File: config.mk
export PLATFORM = sky130hd
export DESIGN_NAME = pem_back
export DESIGN_NICKNAME = d
export VERILOG_FILES = /design/src/hw/rtl/pem_pkg.sv /design/src/hw/rtl/pem_back.sv
export SDC_FILE = /design/constraint.sdc
export NUM_CORES = 1
export LEC_CHECK = 0
export ABC_AREA = 1
export BUFFER_PORTS_ARGS = -buffer_cell sky130_fd_sc_hd__buf_4
export CAP_MARGIN = 20
export CELL_PAD_IN_SITES_DETAIL_PLACEMENT = 1
export CELL_PAD_IN_SITES_GLOBAL_PLACEMENT = 1
export CORE_UTILIZATION = 52
export CTS_CLUSTER_SIZE = 20
export DETAILED_ROUTE_END_ITERATION = 12
export PLACE_DENSITY = 0.95
export SLEW_MARGIN = 5
export SYNTH_ARGS = -nofsm -noshare
export SYNTH_HDL_FRONTEND = slang
export SYNTH_SLANG_ARGS = --single-unit
File: constraint.sdc
create_clock -name clk -period 8.99 [get_ports clk]
set_input_delay 1.3485 -clock clk [delete_from_list [all_inputs] [get_ports clk]]
set_output_delay 1.3485 -clock clk [all_outputs]
set_load 0.01 [all_outputs]
File: src/hw/rtl/pem_pkg.sv
package pem_pkg;

	// register indexes of the configuration port
	localparam int CFG_IDX_BITS = 2;
	localparam logic [CFG_IDX_BITS-1:0] REG_FRAME_WIDTH  = 2'd0;
	localparam logic [CFG_IDX_BITS-1:0] REG_FRAME_HEIGHT = 2'd1;

	localparam int CFG_BITS   = 13;
	localparam int COORD_BITS = 12;
	localparam int PIX_BITS   = 8;
	localparam int GRAD_BITS  = 11;	// signed, +/-765
	localparam int SQ_BITS    = 20;	// 765*765 fits
	localparam int SUM_BITS   = 21;

	localparam logic [CFG_BITS-1:0] MIN_DIM       = 13'd3;
	localparam logic [CFG_BITS-1:0] MAX_DIM       = 13'd4096;
	localparam logic [CFG_BITS-1:0] RESET_WIDTH   = 13'd640;
	localparam logic [CFG_BITS-1:0] RESET_HEIGHT  = 13'd480;
	localparam logic [PIX_BITS-1:0] STRENGTH_SAT  = 8'd255;

	localparam int QDEPTH    = 4;
	localparam int QPTR_BITS = 2;

	// one classified pixel, handed from the front end to the back end
	typedef struct packed {
		logic [COORD_BITS-1:0] row;      // input row
		logic [COORD_BITS-1:0] col;      // input column
		logic [COORD_BITS-1:0] res_row;  // row of the first result
		logic [COORD_BITS-1:0] res_col;  // column of the first result
		logic                  has_col_end;
		logic                  has_row_end;
		logic                  interior;
		logic [GRAD_BITS-1:0]  gx;
		logic [GRAD_BITS-1:0]  gy;
	} work_t;

	typedef enum logic {
		F_FETCH,
		F_READY
	} front_state_t;

	typedef enum logic [2:0] {
		B_IDLE,
		B_SQUARE,
		B_SUM,
		B_ROOT,
		B_EMIT0,
		B_EMIT1,
		B_EMIT2
	} back_state_t;

endpackage

File: src/hw/rtl/pem_back.sv
module pem_back import pem_pkg::*; (
	input  logic                  clk,
	input  logic                  arst_n,
	input  work_t                 q_head,
	input  logic                  q_empty,
	output logic                  q_pop,
	output logic                  out_valid,
	input  logic                  out_stall,
	output logic [COORD_BITS-1:0] out_row,
	output logic [COORD_BITS-1:0] out_col,
	output logic [PIX_BITS-1:0]   edge_strength,
	output logic                  run_end
);

	back_state_t state_q, state_d;

	work_t               item_q;
	logic [SQ_BITS-1:0]  sqx_q, sqy_q;
	logic [SUM_BITS-1:0] sum_q;
	logic [PIX_BITS-1:0] mag_q;
	logic [2:0]          bit_idx_q;

	logic signed [2*GRAD_BITS-1:0] prod_x, prod_y;
	logic [PIX_BITS-1:0]   trial;
	logic [2*PIX_BITS-1:0] trial_sq;
	logic                  saturate;

	assign prod_x   = (2*GRAD_BITS)'($signed(item_q.gx)) * (2*GRAD_BITS)'($signed(item_q.gx));
	assign prod_y   = (2*GRAD_BITS)'($signed(item_q.gy)) * (2*GRAD_BITS)'($signed(item_q.gy));
	assign trial    = mag_q | (PIX_BITS'(1) << bit_idx_q);
	assign trial_sq = (2*PIX_BITS)'(trial) * (2*PIX_BITS)'(trial);
	assign saturate = (sum_q[SUM_BITS-1:2*PIX_BITS] != '0);

	always_comb begin
		state_d = state_q;
		case (state_q)
			B_IDLE: begin
				if (!q_empty) begin
					state_d = q_head.interior ? B_SQUARE : B_EMIT0;
				end
			end
			B_SQUARE: state_d = B_SUM;
			B_SUM:    state_d = B_ROOT;
			B_ROOT: begin
				if (saturate || bit_idx_q == '0) begin
					state_d = B_EMIT0;
				end
			end
			B_EMIT0: begin
				if (!out_stall) begin
					if (item_q.has_col_end) begin
						state_d = B_EMIT1;
					end else if (item_q.has_row_end) begin
						state_d = B_EMIT2;
					end else begin
						state_d = B_IDLE;
					end
				end
			end
			B_EMIT1: begin
				if (!out_stall) begin
					state_d = item_q.has_row_end ? B_EMIT2 : B_IDLE;
				end
			end
			B_EMIT2: begin
				if (!out_stall) begin
					state_d = B_IDLE;
				end
			end
			default: state_d = B_IDLE;
		endcase
	end

	always_comb begin
		q_pop         = (state_q == B_IDLE) && !q_empty;
		out_valid     = 1'b0;
		out_row       = item_q.res_row;
		out_col       = item_q.res_col;
		edge_strength = '0;
		run_end       = 1'b0;
		case (state_q)
			B_EMIT0: begin
				out_valid     = 1'b1;
				edge_strength = mag_q;
				run_end       = !item_q.has_col_end && !item_q.has_row_end;
			end
			B_EMIT1: begin
				out_valid = 1'b1;
				out_col   = item_q.col;
				run_end   = !item_q.has_row_end;
			end
			B_EMIT2: begin
				out_valid = 1'b1;
				out_row   = item_q.row;
				out_col   = item_q.col;
				run_end   = 1'b1;
			end
			default: begin
				out_valid = 1'b0;
			end
		endcase
	end

	always_ff @(posedge clk or negedge arst_n) begin
		if (!arst_n) begin
			state_q <= B_IDLE;
		end else begin
			state_q <= state_d;
		end
	end

	// datapath: squares, sum, then one root bit per cycle, msb first
	always_ff @(posedge clk) begin
		case (state_q)
			B_IDLE: begin
				item_q    <= q_head;
				mag_q     <= '0;
				bit_idx_q <= 3'd7;
			end
			B_SQUARE: begin
				sqx_q <= SQ_BITS'(prod_x);
				sqy_q <= SQ_BITS'(prod_y);
			end
			B_SUM: begin
				sum_q <= SUM_BITS'(sqx_q) + SUM_BITS'(sqy_q);
			end
			B_ROOT: begin
				if (saturate) begin
					mag_q <= STRENGTH_SAT;
				end else begin
					if (trial_sq <= sum_q[2*PIX_BITS-1:0]) begin
						mag_q <= trial;
					end
					bit_idx_q <= bit_idx_q - 3'd1;
				end
			end
			default: begin
				mag_q <= mag_q;
			end
		endcase
	end

endmodule

==> results.md <==
- The global routing stage identified its most utilized layer as met2.
- The final standard cell count with taps included and fillers excluded is 2385.
- The tool flagged a number of max-cap violations equal to 0.
- In this run the remaining antenna-violating nets after routing total 0.
- At the pin with the least slew margin, the transition time is 0.994 ns.
- Counting every instance in the synthesized netlist gives 1867.
- The remaining routing DRC violations is 0.
- The sum of overflow across all layers after global routing is 0.
- The tree built by TritonCTS fans out to 145 sinks.
- After detailed routing, the number of vias per cell comes to 5.41.
- Setup repair after global routing left no endpoint under its margin.
- Sequential elements use 26.1% of the synthesized area.
- Global routing consumed, on the met2 layer, 58.3% of the routing resources.
- The run finished with clean final reports.
- The clock arrives with 0.0223 ns of skew.
- The mean instance size in the synthesized netlist is 8.91 µm².
- Once the floorplan was initialized, standard cells occupied 52.8% of the core.
- The highest cell delay on the worst timing path is 0.55 ns.
- The first global-routing pass estimated around 76 mm of wire.
- The slowest stage cell on the critical path is sky130_fd_sc_hd__fa_1.
- The global router's overall resource usage is 30.2%.
- The post-synthesis to final-layout area growth is 10.8%.
- The type of element capturing the critical path is a flop.
- The latest clock arrival within the worst-skew pair is between 0.4 and 0.5 ns.
- Gates resized during post-CTS repair numbered 0.
- After layout, the worst path uses 74.5% of the clock period.
- The family with the most delay on the worst path is adder cells.
- The number of H-tree levels is 4.
- The TritonCTS buffer count is 17.
- Summing all non-filler instances in the final layout gives an area of 0.0184 mm².
- For the worst setup path, the data arrival time is 6.81 ns.
- The relative slew slack is roughly a third.
- Entering global routing, the biggest net connects 72 pins.
- The final-report setup violation count is 0.
- The most repeated library cell on the critical path is sky130_fd_sc_hd__nand2_1.
- STA classifies the critical path startpoint as a flop.
- In the post-synthesis netlist, the biggest area contributors are sky130_fd_sc_hd__fa_1 26%, sky130_fd_sc_hd__edfxtp_1 26%, sky130_fd_sc_hd__inv_1 12%, sky130_fd_sc_hd__ha_1 11%, sky130_fd_sc_hd__nand2_1 8.6%.
- The number of buffers on the longest clock path is 2.
- The netlist uses 45 different library cells.
- The internal reg-to-reg setup slack is around 2.3 ns.
- In this run the standard cell core region covers 0.0315 mm².
- In the final design database the tool counted 2411 nets.
- The root buffer cell chosen for the clock tree is sky130_fd_sc_hd__clkbuf_16.
- The class of the most critical setup path is flop to flop.
- The total detailed-routing wirelength is 48.0 mm.
- The number of hold-slack violations in the final timing report is 0.
- The synthesized design devotes to its leading area cell type 25.9% of total area.
- The number of global-route vias before repair is 14946.
- The initialized floorplan defines 65 standard-cell rows.
- In this run, placement finished with an instance count of 2353.
- The x dimension of the die is ~180 µm.
- The routed length per placed instance is 20.1 µm.
- During I/O placement, the number of pins put on the boundary was roughly 110.
- In this run the cell area measured after placement is 0.0179 mm².
- The final critical-path required period is about 6.7 ns.
- The count of pins over their slew limit is 0.
- Yosys mapped a number of flops with a built-in enable equal to 142.
- The fraction of layout instances using a drive strength above 1 is 9.48%.
- During synthesis, Yosys emitted a total of 0 warnings.
- Buffers added to address setup during post-CTS repair amount to 0.
- Together, buffers and inverters on the worst path number 7.
- The number of hold-repair buffers added at the cts stage is 0.
- The synthesized cell area is 0.0166 mm².
- After clock tree synthesis, the clock-pin slew on the worst setup and hold paths is about 0.08 ns.
- Fill cells in the final layout number 3664.
- The type of the worst min-delay path is flop to flop.
- The fraction of synthesis flops using an asynchronous set or reset pin is 2.07%.
- The height of the die is 181 µm.
- The number of antenna diodes in the final layout is 0.
- At the end of routability-driven placement, the weighted congestion stood at 0.883.
- The number of register bits inferred by synthesis is approximately 150.
- The overall via count from detail_route is 12896.
- The met3 global-route usage is 4.31%.
- The highest clock frequency the design can meet is 149 MHz.
- The number of antenna violations at the first check in global routing is 0.
- The commonest register cell after synthesis is sky130_fd_sc_hd__edfxtp_1.
- The count of input and output buffers is 111.
- Global routing used 31.7% of the available met1 tracks.
- The final setup TNS is 0 ns.
- TritonCTS built the clock tree.
- The starting DRC count in detailed routing is 897.
- The iteration count of the initial detailed-routing pass is 5.
- The die area is 0.0327 mm².
- The sum of net half-perimeters after detailed placement is 38.3 mm.
- The critical-path maximum fanout is 8.
- The data required time of the critical path is between 9 and 10 ns.
- The cell taking the most area after synthesis is sky130_fd_sc_hd__fa_1.
- The post-synth net total is 2308.
worst register-to-register path, delay by kind of cell, from the launching register on:
| family | cells | cell delay [ns] |
|---|---|---|
| flops | 1 | 0.46 |
| simple gates | 13 | 1.79 |
| fa+ha+maj | 7 | 2.97 |
| buf+inv | 7 | 0.67 |
| compound gates | 2 | 0.45 |
cells by family (layout without fill, tap and decap cells):
| family | after synthesis | count (layout) | share of synthesized area, % |
|---|---|---|---|
| xor+xnor | 63 | 63 | 3.32 |
| fa+ha+maj | 364 | 364 | 37.1 |
| compound gates | 144 | 144 | 4.95 |
| simple gates | 567 | 567 | 13.9 |
| flops | 145 | 145 | 26.1 |
| mux | 24 | 24 | 1.85 |
| buf+inv | 560 | 676 | 12.8 |
final timing paths:
path                              end         start  depth (start not counted)
setup / recovery             mag_q[1]  bit_idx_q[0]                         29
hold / removal               sum_q[0]      sqy_q[0]                          1
setup reg to reg             mag_q[1]  bit_idx_q[0]                         29
hold reg to reg              sum_q[0]      sqy_q[0]                          1
max in group asynchronous  state_q[1]        arst_n                          1
min in group asynchronous  state_q[0]        arst_n                          1
per-stage QoR:
step | setup WS [ns] | hold slack [ns] | utilization [%]
global placement | 2.88 | 0.529 | 56.8
finish | 2.30 | 0.576 | 58.5
floorplan | 3.39 | 0.448 | -
detailed placement | 2.46 | 0.548 | 56.8
CTS | 2.40 | 0.577 | 58.5
global route | 1.89 | 0.588 | 58.5
routing by layer:
layer | vias to the layer above | part of all wire, %
li1 | 5846 | -
met1 | 6523 | 36
met4 | 0 | 5.1
met3 | 156 | 3.4
met2 | 371 | 55
met5 | - | 0
area by class of cell:
cell class | count | area [µm²] | area share [%]
multi-input cells | 1162 | 10200 | 55.2
flip-flops and latches | 145 | 4340 | 23.5
inverters | 530 | 1990 | 10.8
repair buffers | 114 | 856 | 4.64
well taps | 402 | 503 | 2.73
clock buffers | 19 | 443 | 2.40
clock inverters | 13 | 118 | 0.638
synth_stat cells (6+ instances only):
library cell / n
sky130_fd_sc_hd__xnor2_1: 19
sky130_fd_sc_hd__mux2_4: 10
sky130_fd_sc_hd__nand3_1: 57
sky130_fd_sc_hd__inv_2: 9
sky130_fd_sc_hd__a21oi_1: 80
sky130_fd_sc_hd__inv_1: 520
sky130_fd_sc_hd__nand2_1: 382
sky130_fd_sc_hd__o21ai_0: 21
sky130_fd_sc_hd__nand4_1: 11
sky130_fd_sc_hd__clkbuf_1: 25
sky130_fd_sc_hd__nor3_1: 12
sky130_fd_sc_hd__fa_1: 215
sky130_fd_sc_hd__ha_1: 149
sky130_fd_sc_hd__o21bai_1: 9
sky130_fd_sc_hd__o21ai_1: 6
sky130_fd_sc_hd__mux2_1: 9
sky130_fd_sc_hd__xor2_1: 44
sky130_fd_sc_hd__or2_2: 8
sky130_fd_sc_hd__edfxtp_1: 142
sky130_fd_sc_hd__nor2_1: 83
sky130_fd_sc_hd__a21o_1: 10
layout by cell type, fill, tap and decap left out, types with 19 or more instances in the layout:
| cell type | n |
|---|---|
| sky130_fd_sc_hd__o21ai_0 | 21 |
| sky130_fd_sc_hd__inv_1 | 520 |
| sky130_fd_sc_hd__buf_4 | 114 |
| sky130_fd_sc_hd__nand2_1 | 382 |
| sky130_fd_sc_hd__edfxtp_1 | 142 |
| sky130_fd_sc_hd__nand3_1 | 57 |
| sky130_fd_sc_hd__a21oi_1 | 80 |
| sky130_fd_sc_hd__nor2_1 | 83 |
| sky130_fd_sc_hd__xnor2_1 | 19 |
| sky130_fd_sc_hd__xor2_1 | 44 |
| sky130_fd_sc_hd__fa_1 | 215 |
| sky130_fd_sc_hd__ha_1 | 149 |
registers in the layout, summed over array words and instances, names as in the netlist:
signal,flops
item_q,72
sqx_q,19
sqy_q,19
mag_q,8
state_q,3
sum_q,21
bit_idx_q,3
Power is left out: the tool's default activity adds up to more than one toggle a clock period on the data nets, which glitch-free logic cannot reach.
